**src/rtl/gyro_heading_integrator_assert.svh**
```systemverilog
// ----------------------------------------------------------------------------
// Gyro heading integrator assertion macros
// Shorthand for the concurrent checks, clocked on clk and held off in reset.
// ----------------------------------------------------------------------------
`ifndef GYRO_HEADING_INTEGRATOR_ASSERT_SVH
`define GYRO_HEADING_INTEGRATOR_ASSERT_SVH

// A condition that must hold at every clock edge outside reset.
`define GHI_ASSERT_ALWAYS(name, cond, msg) \
  name: assert property (@(posedge clk) disable iff (rst) (cond)) else $error(msg);

// A consequence that must hold in the same cycle as its antecedent.
`define GHI_ASSERT_IMPLY(name, ante, cons, msg) \
  name: assert property (@(posedge clk) disable iff (rst) (ante) |-> (cons)) \
    else $error(msg);

// A consequence that must hold in the cycle after its antecedent.
`define GHI_ASSERT_NEXT(name, ante, cons, msg) \
  name: assert property (@(posedge clk) disable iff (rst) (ante) |=> (cons)) \
    else $error(msg);

`endif

```
**src/rtl/ghi_pkg.sv**
```systemverilog
// ----------------------------------------------------------------------------
// ghi_pkg
// Widths, reset values, codes and handshake structs shared by the gyro
// heading integrator and its serial arithmetic units.
// ----------------------------------------------------------------------------
package ghi_pkg;

  // Fixed point position of the heading.
  localparam int FRAC_BITS = 16;

  // Field widths.
  localparam int OPCODE_W   = 2;
  localparam int SAMPLE_W   = 12;
  localparam int TS_W       = 32;
  localparam int HEAD_W     = 25;
  localparam int HEAD_X_W   = HEAD_W + 1;
  localparam int BIAS_W     = 16;
  localparam int DZ_W       = 16;
  localparam int SCALE_W    = 16;
  localparam int CALN_W     = 15;
  localparam int CALSUM_W   = 27;
  localparam int CFG_IDX_W  = 2;
  localparam int CFG_DATA_W = 16;

  // Arithmetic widths: rate magnitude, product, divisor (scale times 16).
  localparam int MAG_W       = 16;
  localparam int DA_W        = MAG_W + 1;
  localparam int PROD_W      = MAG_W + TS_W;
  localparam int DEN_W       = SCALE_W + 4;
  localparam int MUL_CNT_W   = $clog2(MAG_W);
  localparam int DIV_CNT_W   = $clog2(PROD_W + FRAC_BITS);

  // One full turn, 360 degrees, in heading units.
  localparam logic [HEAD_X_W-1:0] FULL_TURN = HEAD_X_W'(360 << FRAC_BITS);

  // Reset values.
  localparam logic [DZ_W-1:0]    DEADZONE_RESET    = DZ_W'(48);
  localparam logic [SCALE_W-1:0] SCALE_RESET       = SCALE_W'(1330);
  localparam logic [CALN_W-1:0]  CAL_SAMPLES_RESET = CALN_W'(64);
  localparam logic [BIAS_W-1:0]  BIAS_RESET        = BIAS_W'(29917);

  // Item operations.
  typedef enum logic [OPCODE_W-1:0] {
    OP_UPDATE    = 2'd0,
    OP_CAL       = 2'd1,
    OP_SET_ANGLE = 2'd2
  } opcode_t;

  // Configuration register indexes.
  localparam logic [CFG_IDX_W-1:0] CFG_DEADZONE    = 2'd0;
  localparam logic [CFG_IDX_W-1:0] CFG_SCALE       = 2'd1;
  localparam logic [CFG_IDX_W-1:0] CFG_CAL_SAMPLES = 2'd2;

  // Serial multiplier control and status.
  typedef struct packed {
    logic              start;
    logic [MAG_W-1:0]  mag;
    logic [TS_W-1:0]   dt;
  } mul_req_t;

  typedef struct packed {
    logic              done;
    logic [PROD_W-1:0] product;
  } mul_rsp_t;

  // Serial divider control and status. With frac set the quotient carries
  // FRAC_BITS extra fraction bits and is reduced modulo a full turn.
  typedef struct packed {
    logic              start;
    logic              frac;
    logic [PROD_W-1:0] dividend;
    logic [DEN_W-1:0]  divisor;
  } div_req_t;

  typedef struct packed {
    logic              done;
    logic [HEAD_W-1:0] quotient;
  } div_rsp_t;

endpackage

```
**src/rtl/ghi_if.sv**
```systemverilog
// ----------------------------------------------------------------------------
// ghi_if
// Valid/ready channels of the gyro heading integrator: item requests,
// result requests and configuration writes.
// ----------------------------------------------------------------------------
interface ghi_item_if import ghi_pkg::*; ();
  logic                valid;
  logic                ready;
  logic [OPCODE_W-1:0] opcode;
  logic [SAMPLE_W-1:0] sample;
  logic [TS_W-1:0]     timestamp;
  logic [HEAD_W-1:0]   new_angle;

  modport source (output valid, opcode, sample, timestamp, new_angle, input ready);
  modport sink (input valid, opcode, sample, timestamp, new_angle, output ready);
endinterface

interface ghi_result_if import ghi_pkg::*; ();
  logic              valid;
  logic              ready;
  logic [HEAD_W-1:0] heading;
  logic [BIAS_W-1:0] bias_now;
  logic              cal_done;

  modport source (output valid, heading, bias_now, cal_done, input ready);
  modport sink (input valid, heading, bias_now, cal_done, output ready);
endinterface

interface ghi_cfg_if import ghi_pkg::*; ();
  logic                  valid;
  logic                  ready;
  logic [CFG_IDX_W-1:0]  index;
  logic [CFG_DATA_W-1:0] data;

  modport source (output valid, index, data, input ready);
  modport sink (input valid, index, data, output ready);
endinterface

```
**src/rtl/gyro_heading_integrator.sv**
```systemverilog
// ----------------------------------------------------------------------------
// gyro_heading_integrator
// Integrates gyro rate samples into a heading in degrees (9.16 fixed point,
// kept inside one turn), with deadzone, bias calibration and set-angle.
//
//   channel  dir   handshake          payload
//   item     in    valid / ready      opcode, sample, timestamp, new_angle
//   result   out   valid / ready      heading, bias_now, cal_done
//   cfg      in    valid / ready      index, data  (0 deadzone, 1 scale,
//                                                   2 cal_samples)
//
// One item request is in flight at a time and gives exactly one result.
// An update that integrates runs 16 steps of the bit-serial multiplier and
// then 64 steps of the bit-serial divider. A calibration sample that
// completes the average runs 48 divider steps; every other item goes
// straight on to posting its result.
// Reset is synchronous and restores the registers and the heading state.
// The result sits in an output register, so a new item is taken while the
// previous result waits; a stalled result only holds the block at the end
// of the next item. The configuration port is always ready.
// ----------------------------------------------------------------------------
`include "gyro_heading_integrator_assert.svh"

module gyro_heading_integrator import ghi_pkg::*; (
  input  logic         clk,
  input  logic         rst,
  ghi_item_if.sink     item,
  ghi_result_if.source result,
  ghi_cfg_if.sink      cfg
);

  typedef enum logic [1:0] {
    S_IDLE,
    S_MUL,
    S_DIV,
    S_DONE
  } state_t;

  state_t state;

  // Configuration registers.
  logic [DZ_W-1:0]     deadzone;
  logic [SCALE_W-1:0]  scale;
  logic [CALN_W-1:0]   cal_samples;

  // Heading and calibration state.
  logic [HEAD_W-1:0]   heading_reg;
  logic [TS_W-1:0]     last_time;
  logic                time_valid;
  logic [BIAS_W-1:0]   bias;
  logic [CALSUM_W-1:0] cal_sum;
  logic [CALN_W-1:0]   cal_count;

  // Job bookkeeping: whether the divider result is a bias, the rate sign,
  // and whether this item finished a calibration.
  logic                job_cal;
  logic                job_neg;
  logic                done_flag;

  // Output register.
  logic                out_valid;
  logic [HEAD_W-1:0]   out_heading;
  logic [BIAS_W-1:0]   out_bias;
  logic                out_cal_done;

  // Arithmetic unit handshakes.
  mul_req_t            mul_req;
  mul_rsp_t            mul_rsp;
  div_req_t            div_req;
  div_rsp_t            div_rsp;

  logic                item_take;
  logic [TS_W-1:0]     dt;
  logic [DA_W-1:0]     da;
  logic                da_neg;
  logic [MAG_W-1:0]    mag;
  logic                over_dz;
  logic [SCALE_W-1:0]  scale_eff;
  logic [DEN_W-1:0]    den;
  logic [CALN_W-1:0]   n_eff;
  logic [CALSUM_W-1:0] cal_sum_inc;
  logic [CALN_W-1:0]   cal_count_inc;
  logic                cal_hit;
  logic [HEAD_X_W-1:0] angle_x;
  logic [HEAD_W-1:0]   angle_red;
  logic [HEAD_X_W-1:0] add_sum;
  logic [HEAD_W-1:0]   head_plus;
  logic [HEAD_W-1:0]   head_minus;

  assign item_take = item.valid && item.ready;

  always_comb begin
    // Elapsed time wraps with the millisecond counter.
    dt        = item.timestamp - last_time;
    // Bias-corrected rate in 12.4, and its magnitude.
    da        = {1'b0, item.sample, 4'b0} - {1'b0, bias};
    da_neg    = da[DA_W-1];
    mag       = da_neg ? MAG_W'(-da) : da[MAG_W-1:0];
    over_dz   = mag > deadzone;
    // A zero scale behaves as one; the divisor carries the 12.4 factor.
    scale_eff = (scale == '0) ? SCALE_W'(1) : scale;
    den       = {scale_eff, 4'b0};
    // Calibration bookkeeping; a zero count behaves as one.
    n_eff         = (cal_samples == '0) ? CALN_W'(1) : cal_samples;
    cal_sum_inc   = cal_sum + CALSUM_W'(item.sample);
    cal_count_inc = cal_count + 1'b1;
    cal_hit       = cal_count_inc >= n_eff;
    // A loaded angle is below two turns, so one subtraction wraps it.
    angle_x   = {1'b0, item.new_angle};
    angle_red = (angle_x >= FULL_TURN) ? HEAD_W'(angle_x - FULL_TURN)
                                       : item.new_angle;
    // Apply the signed increment modulo one turn.
    add_sum   = {1'b0, heading_reg} + {1'b0, div_rsp.quotient};
    head_plus = (add_sum >= FULL_TURN) ? HEAD_W'(add_sum - FULL_TURN)
                                       : add_sum[HEAD_W-1:0];
    if (heading_reg >= div_rsp.quotient) begin
      head_minus = heading_reg - div_rsp.quotient;
    end else begin
      head_minus = HEAD_W'({1'b0, heading_reg} + FULL_TURN - {1'b0, div_rsp.quotient});
    end
  end

  always_ff @(posedge clk) begin
    if (rst) begin
      state         <= S_IDLE;
      deadzone      <= DEADZONE_RESET;
      scale         <= SCALE_RESET;
      cal_samples   <= CAL_SAMPLES_RESET;
      heading_reg   <= '0;
      last_time     <= '0;
      time_valid    <= 1'b0;
      bias          <= BIAS_RESET;
      cal_sum       <= '0;
      cal_count     <= '0;
      out_valid     <= 1'b0;
      mul_req.start <= 1'b0;
      div_req.start <= 1'b0;
    end else begin
      mul_req.start <= 1'b0;
      div_req.start <= 1'b0;

      // Configuration writes; an index past the list is ignored.
      if (cfg.valid) begin
        case (cfg.index)
          CFG_DEADZONE:    deadzone    <= cfg.data;
          CFG_SCALE:       scale       <= cfg.data;
          CFG_CAL_SAMPLES: cal_samples <= cfg.data[CALN_W-1:0];
          default:         ;
        endcase
      end

      if (out_valid && result.ready) begin
        out_valid <= 1'b0;
      end

      case (state)
        S_IDLE: begin
          if (item_take) begin
            done_flag <= 1'b0;
            job_cal   <= 1'b0;
            job_neg   <= da_neg;
            state     <= S_DONE;
            case (item.opcode)
              OP_UPDATE: begin
                last_time  <= item.timestamp;
                time_valid <= 1'b1;
                // The first update only latches the time.
                if (time_valid && over_dz) begin
                  mul_req.start <= 1'b1;
                  mul_req.mag   <= mag;
                  mul_req.dt    <= dt;
                  state         <= S_MUL;
                end
              end
              OP_CAL: begin
                if (cal_hit) begin
                  // The mean is sum * 16 / count, taken by the divider.
                  cal_sum          <= '0;
                  cal_count        <= '0;
                  job_cal          <= 1'b1;
                  div_req.start    <= 1'b1;
                  div_req.frac     <= 1'b0;
                  div_req.dividend <= PROD_W'({cal_sum_inc, 4'b0});
                  div_req.divisor  <= DEN_W'(n_eff);
                  state            <= S_DIV;
                end else begin
                  cal_sum   <= cal_sum_inc;
                  cal_count <= cal_count_inc;
                end
              end
              OP_SET_ANGLE: begin
                heading_reg <= angle_red;
              end
              default: ;
            endcase
          end
        end
        S_MUL: begin
          // The product rate * dt goes on to be divided by 16 * scale.
          if (mul_rsp.done) begin
            div_req.start    <= 1'b1;
            div_req.frac     <= 1'b1;
            div_req.dividend <= mul_rsp.product;
            div_req.divisor  <= den;
            state            <= S_DIV;
          end
        end
        S_DIV: begin
          if (div_rsp.done) begin
            if (job_cal) begin
              bias      <= div_rsp.quotient[BIAS_W-1:0];
              done_flag <= 1'b1;
            end else begin
              heading_reg <= job_neg ? head_minus : head_plus;
            end
            state <= S_DONE;
          end
        end
        S_DONE: begin
          // Wait for the output register to free up, then post the result.
          if (!out_valid || result.ready) begin
            out_valid    <= 1'b1;
            out_heading  <= heading_reg;
            out_bias     <= bias;
            out_cal_done <= done_flag;
            state        <= S_IDLE;
          end
        end
        default: state <= S_IDLE;
      endcase
    end
  end

  assign item.ready      = (state == S_IDLE);
  assign cfg.ready       = 1'b1;
  assign result.valid    = out_valid;
  assign result.heading  = out_heading;
  assign result.bias_now = out_bias;
  assign result.cal_done = out_cal_done;

  ghi_mul u_mul (
    .clk (clk),
    .rst (rst),
    .req (mul_req),
    .rsp (mul_rsp)
  );

  ghi_div u_div (
    .clk (clk),
    .rst (rst),
    .req (div_req),
    .rsp (div_rsp)
  );

  `GHI_ASSERT_ALWAYS(a_heading_range, HEAD_X_W'(heading_reg) < FULL_TURN, "heading outside one turn")
  `GHI_ASSERT_IMPLY(a_mul_owner, mul_rsp.done, state == S_MUL, "multiplier done outside its state")
  `GHI_ASSERT_IMPLY(a_div_owner, div_rsp.done, state == S_DIV, "divider done outside its state")
  `GHI_ASSERT_NEXT(a_one_item, item_take, !item.ready, "second item taken while one is in flight")

endmodule

```
**src/rtl/ghi_mul.sv**
```systemverilog
// ----------------------------------------------------------------------------
// ghi_mul
// Bit-serial multiplier: rate magnitude times elapsed time, one magnitude
// bit per cycle, most significant bit first.
// ----------------------------------------------------------------------------
module ghi_mul import ghi_pkg::*; (
  input  logic     clk,
  input  logic     rst,
  input  mul_req_t req,
  output mul_rsp_t rsp
);

  logic                 busy;
  logic                 done;
  logic [MUL_CNT_W-1:0] cnt;
  logic [MAG_W-1:0]     mag_sh;
  logic [TS_W-1:0]      dt;
  logic [PROD_W-1:0]    acc;
  logic [PROD_W-1:0]    acc_next;

  // Shift the partial product and add the time when the magnitude bit is set.
  assign acc_next = {acc[PROD_W-2:0], 1'b0} + (mag_sh[MAG_W-1] ? PROD_W'(dt) : '0);

  always_ff @(posedge clk) begin
    if (rst) begin
      busy <= 1'b0;
      done <= 1'b0;
    end else begin
      done <= 1'b0;
      if (req.start) begin
        busy   <= 1'b1;
        cnt    <= MUL_CNT_W'(MAG_W - 1);
        mag_sh <= req.mag;
        dt     <= req.dt;
        acc    <= '0;
      end else if (busy) begin
        acc    <= acc_next;
        mag_sh <= {mag_sh[MAG_W-2:0], 1'b0};
        cnt    <= cnt - 1'b1;
        if (cnt == '0) begin
          busy <= 1'b0;
          done <= 1'b1;
        end
      end
    end
  end

  assign rsp.done    = done;
  assign rsp.product = acc;

endmodule

```
**src/rtl/ghi_div.sv**
```systemverilog
// ----------------------------------------------------------------------------
// ghi_div
// Restoring bit-serial divider, one quotient bit per cycle. In fraction
// mode it runs FRAC_BITS extra steps and folds the quotient modulo a full
// turn as the bits arrive; otherwise it keeps the low quotient bits.
// ----------------------------------------------------------------------------
module ghi_div import ghi_pkg::*; (
  input  logic     clk,
  input  logic     rst,
  input  div_req_t req,
  output div_rsp_t rsp
);

  logic                 busy;
  logic                 done;
  logic                 frac;
  logic [DIV_CNT_W-1:0] cnt;
  logic [PROD_W-1:0]    dvd;
  logic [DEN_W-1:0]     den;
  logic [DEN_W-1:0]     rem;
  logic [HEAD_W-1:0]    quot;

  logic [DEN_W:0]       rem_sh;
  logic                 q_bit;
  logic [DEN_W-1:0]     rem_next;
  logic [HEAD_X_W-1:0]  q_wide;
  logic [HEAD_W-1:0]    quot_next;

  always_comb begin
    rem_sh   = {rem, dvd[PROD_W-1]};
    q_bit    = rem_sh >= {1'b0, den};
    rem_next = q_bit ? DEN_W'(rem_sh - {1'b0, den}) : rem_sh[DEN_W-1:0];
    q_wide   = {quot, q_bit};
    if (frac && (q_wide >= FULL_TURN)) begin
      quot_next = HEAD_W'(q_wide - FULL_TURN);
    end else begin
      quot_next = q_wide[HEAD_W-1:0];
    end
  end

  always_ff @(posedge clk) begin
    if (rst) begin
      busy <= 1'b0;
      done <= 1'b0;
    end else begin
      done <= 1'b0;
      if (req.start) begin
        busy <= 1'b1;
        frac <= req.frac;
        cnt  <= req.frac ? DIV_CNT_W'(PROD_W + FRAC_BITS - 1) : DIV_CNT_W'(PROD_W - 1);
        dvd  <= req.dividend;
        den  <= req.divisor;
        rem  <= '0;
        quot <= '0;
      end else if (busy) begin
        dvd  <= {dvd[PROD_W-2:0], 1'b0};
        rem  <= rem_next;
        quot <= quot_next;
        cnt  <= cnt - 1'b1;
        if (cnt == '0) begin
          busy <= 1'b0;
          done <= 1'b1;
        end
      end
    end
  end

  assign rsp.done     = done;
  assign rsp.quotient = quot;

endmodule

```
**src/flat_wrapper.sv**
```systemverilog
// flat-port wrapper written by rule: the top's interface ports become plain ports
module gyro_heading_integrator_flat import ghi_pkg::*;
  (clk, rst, item_valid, item_opcode, item_sample, item_timestamp, item_new_angle, item_ready, result_valid, result_heading, result_bias_now, result_cal_done, result_ready, cfg_valid, cfg_index, cfg_data, cfg_ready);
  ghi_item_if item_i ();
  ghi_result_if result_i ();
  ghi_cfg_if cfg_i ();
  input  logic clk;
  input  logic rst;
  input wire logic [$bits(item_i.valid)-1:0] item_valid;
  input wire logic [$bits(item_i.opcode)-1:0] item_opcode;
  input wire logic [$bits(item_i.sample)-1:0] item_sample;
  input wire logic [$bits(item_i.timestamp)-1:0] item_timestamp;
  input wire logic [$bits(item_i.new_angle)-1:0] item_new_angle;
  output wire logic [$bits(item_i.ready)-1:0] item_ready;
  output wire logic [$bits(result_i.valid)-1:0] result_valid;
  output wire logic [$bits(result_i.heading)-1:0] result_heading;
  output wire logic [$bits(result_i.bias_now)-1:0] result_bias_now;
  output wire logic [$bits(result_i.cal_done)-1:0] result_cal_done;
  input wire logic [$bits(result_i.ready)-1:0] result_ready;
  input wire logic [$bits(cfg_i.valid)-1:0] cfg_valid;
  input wire logic [$bits(cfg_i.index)-1:0] cfg_index;
  input wire logic [$bits(cfg_i.data)-1:0] cfg_data;
  output wire logic [$bits(cfg_i.ready)-1:0] cfg_ready;
  assign item_i.valid = item_valid;
  assign item_i.opcode = item_opcode;
  assign item_i.sample = item_sample;
  assign item_i.timestamp = item_timestamp;
  assign item_i.new_angle = item_new_angle;
  assign item_ready = item_i.ready;
  assign result_valid = result_i.valid;
  assign result_heading = result_i.heading;
  assign result_bias_now = result_i.bias_now;
  assign result_cal_done = result_i.cal_done;
  assign result_i.ready = result_ready;
  assign cfg_i.valid = cfg_valid;
  assign cfg_i.index = cfg_index;
  assign cfg_i.data = cfg_data;
  assign cfg_ready = cfg_i.ready;
  gyro_heading_integrator u_core (.clk(clk), .rst(rst), .item(item_i), .result(result_i), .cfg(cfg_i));
endmodule
```
**config.mk**
```make
export PLATFORM = sky130hd
export DESIGN_NAME = gyro_heading_integrator_flat
export DESIGN_NICKNAME = d
export VERILOG_FILES = /design/src/rtl/ghi_pkg.sv /design/src/rtl/ghi_if.sv /design/src/rtl/gyro_heading_integrator.sv /design/src/rtl/ghi_mul.sv /design/src/rtl/ghi_div.sv /design/src/flat_wrapper.sv
export VERILOG_INCLUDE_DIRS = /design/src /design/src/rtl
export SDC_FILE = /design/constraint.sdc
export NUM_CORES = 1
export LEC_CHECK = 0
export BUFFER_PORTS_ARGS = -buffer_cell sky130_fd_sc_hd__clkbuf_2
export CORE_MARGIN = 1.5
export CORE_UTILIZATION = 33
export DETAILED_ROUTE_END_ITERATION = 8
export PLACE_DENSITY = 0.44
export SYNTH_ARGS = -nofsm -noshare
export SYNTH_HDL_FRONTEND = slang
export SYNTH_SLANG_ARGS = --single-unit
```
**constraint.sdc**
```tcl
create_clock -name clk -period 16.2 [get_ports clk]
set_input_delay 1.62 -clock clk [delete_from_list [all_inputs] [get_ports clk]]
set_output_delay 1.62 -clock clk [all_outputs]
set_load 0.005 [all_outputs]
```
==> summary.txt <==
Setup path
  • Crit Path Max Fanout: 42
  • Worst EP required: 16.46 ns
  • Crit path launch: item_sample[0]
  • Crit path DAT: 6.70 ns
  • CP startpoint kind: input pin
  • Worst r2r src: u_core.bias[0]
  • Critical path endpoint category: flop
  • Crit Path Class: input pin to flop

Layout
  • Share of layout cells above drive strength 1: 10.97%
  • Top Registers: u_core.div_req (70), u_core.mul_req (49)
  • Commonest non-fill, non-tap cell in the layout: edfxtp_1
  • Multi-input logic area: 16060 µm²
  • Ant diodes: 0
  • Final instance area: 36850 µm²
  • Area Overhead vs Synth: 13.62%
  • Filler cells: 9722
  • Max FFs per register: 70
  • Fin nets: 3770
  • Most flops, register: u_core.div_req
  • Most frequent cells in the layout: edfxtp_1 (382), nand2_1 (338), nor2_1 (279), a21oi_1 (274), inv_1 (255)
  • FF+latch area: 14920 µm²

Timing
  • Worst-margin pin slew: 1.147 ns
  • Worst setup margin: 9.757 ns
  • Clock Skew: 0.02740 ns
  • Final Hold Fails: 0
  • Slew headroom: 23.42%
  • Setup TNS: 0 ns
  • RSZ-0062 raised after global routing: false
  • Max-slew violation count: 0
  • Peak Freq: 0.1552 GHz
  • Setup violations, final: 0
  • Period minus WS final: 6.443 ns
  • Crit share post-route: 39.77%

Clocking
  • Post-CTS sizing: 0
  • CTS tree: yes
  • Reg clk slew, reported paths: 0.05 ns
  • # H-tree levels: 3
  • Clock Path Buffers: 3
  • Clk_lat worst skew: 0.63 ns
  • Clk root buf: clkbuf_16
  • Postcts setup bufs: 0
  • CTS Buf Count: 69
  • CTS sink cnt: 554
  • Hold_buf cts: 0

Yosys
  • Share of the synthesized area in the top cell type: 35.37%
  • Multiplexer share of the synthesized area: 2.993%
  • Leading area contributor after synthesis: edfxtp_1
  • XOR/XNOR Fraction of Synth Area: 5.505%
  • Syn Std Cell Area: 32430 µm²
  • EDFF count, synth: 382
  • Post-Synthesis Cells: 3319
  • Adder-cell share of the synthesized area: 10.35%
  • Simple-gate area share of the yosys netlist: 15.35%
  • Mean post-synth cell area: 9.772 µm²
  • Syn_nets: 3665
  • Post-synth top flop: edfxtp_1
  • Synth Warn #: 0
  • Unique cell type count in the Yosys netlist: 92
  • Top cells by area, synth: edfxtp_1 (35%), dfxtp_1 (11%), ha_1 (8.7%), a21oi_1 (4.2%), nand2_1 (3.9%)
  • Post-synthesis compound-gate area fraction: 15.16%
  • Largest family of logic cells by synthesized area: simple AND/OR/NAND/NOR gates
  • #FFs+latches synth: 554
  • Async SR Flop Fraction: 0%
  • Sequential cell area fraction in the yosys report: 45.98%

Job
  • Max_cap viols: 0

Global routing
  • Largest net degree at the start of global routing: 76
  • GRT Total Usage: 18.06%
  • Global-route wire length before repair: 140600 µm
  • Vias in the first global route: 24380
  • Initial antenna violation count: 5
  • Grt total ovfl: 0

Power and ir drop
  • Internal power: 3009 µW
  • Peak VDD IR: 0.07055 mV
  • Clk pwr share: 35.6%
  • Sw power: 1519 µW
  • Static Leak: 0.01408 µW
  • Flop pwr share: 36.2%
  • Combinational Power Share: 28.2%
  • Net Sw Frac: 33.54%
  • PD cells: 122.9 nW/µm²

Route
  • DRC: 0
  • Drt wl/cell: 19.21 µm
  • Final wirelength: 91370 µm
  • Routed Antenna Nets: 0
  • Vias per cell: 5.136
  • Initial DRC count: 1358
  • Vias: 24430
  • DR pass1 iterations: 5

Floorplanning
  • Die area: 100200 µm²
  • Num ports: 139
  • Core ar.: 96990 µm²
  • Die W: 316.5 µm
  • Row cnt: 114
  • Die height: 316.5 µm
  • Initial core utilization: 33.44%

Status
  • Outcome: finished, final reports clean

Placed design
  • Pre-CTS WS: 9.007 ns
  • PortBufs: 137
  • Placement-stage cell area: 34480 µm²
  • DP HPWL: 68180 µm
  • Routability cong.: 0.8940

Hold path
  • HP Class: flop to flop
  • Hold Startpoint: u_core.mul_req[0]
==> area by class of cell <==
class	instances	share of cell area [%]
repair buffers	169	2.529
clock buffers	99	5.351
multi-input cells	2371	43.59
inverters	259	2.638
well taps	1276	4.332
flip-flops and latches	554	40.48
clock inverters	29	1.076
==> critical path, cell delays in order <==
cell and delay [ns]:
clkbuf_2 0.10, ha_1 0.33, and3_1 0.20, o211ai_1 0.20
a21oi_1 0.12, o31a_1 0.34, a21o_1 0.18, a21o_1 0.19
a21o_1 0.17, a21o_1 0.29, inv_2 0.16, nand2_1 0.08
xnor2_1 0.15, ha_1 0.28, nand3_1 0.10, o221ai_1 0.19
a21o_1 0.14, a21o_1 0.10, a21o_1 0.10, a21oi_1 0.06
o31ai_1 0.20, a41oi_1 0.28, nor3_2 0.48, buf_4 0.56
==> metrics by stage <==
step / total power [µW] / hold slack [ns] / instances / utilization [%]
4_1_cts: 4579 / 0.4151 / 4757 / 38.00
6_report: 4528 / 0.4139 / 4757 / 38.00
5_1_grt: 4761 / 0.4209 / 4757 / 38.00
3_5_place_dp: 2939 / 0.4054 / 4629 / 35.55
2_1_floorplan: 2553 / 0.4003 / 3319 / -
3_3_place_gp: 2934 / 0.4013 / 4629 / 35.55
==> per-layer routing <==
layer / wire [µm] / up-vias / global-route usage (%)
li1: - / 11997 / -
met1: 42040 / 11852 / 24.42
met2: 42480 / 456 / 29.85
met3: 4343 / 119 / 2.511
met4: 2468 / 6 / 5.606
met5: 39 / - / 0
==> kinds of logic (layout without fill, tap and decap cells) <==
logic type / after synthesis / in the layout
simple gates: 1051 / 1051
compound gates: 775 / 775
flops: 554 / 554
buf+inv: 394 / 556
fa+ha+maj: 252 / 252
xor+xnor: 203 / 203
mux: 89 / 89
other cells: 1 / 1
==> cell usage after synthesis (59+ instances only) <==
master	instances
a21oi_1	274
mux2_2	64
nor3_1	62
inv_1	255
edfxtp_1	382
xor2_1	59
dfxtp_1	172
nand2_1	338
clkbuf_1	107
o21ai_0	148
ha_1	225
and3_1	64
xnor2_1	143
nor2_1	284
==> final timing paths <==
| kind | endpoint | slack, ns | cells past startpoint |
|---|---|---|---|
| setup / recovery | u_core.mul_req[25] | 9.76 | 24 |
| hold / removal | u_core.u_mul.dt[0] | 0.41 | 0 |
| setup reg to reg | u_core.mul_req[25] | 10.38 | 24 |
| hold reg to reg | u_core.u_mul.dt[0] | 0.41 | 0 |
==> power groups by stage <==
stage | clock [µW] | sequential [µW] | combinational, µW
6_report | 1610 | 1640 | 1280
5_1_grt | 1710 | 1640 | 1410
3_5_place_dp | 0 | 1670 | 1270
3_3_place_gp | 0 | 1670 | 1270
2_1_floorplan | 0 | 1650 | 906
4_1_cts | 1660 | 1640 | 1280
Power figures use the tool's default switching activity.
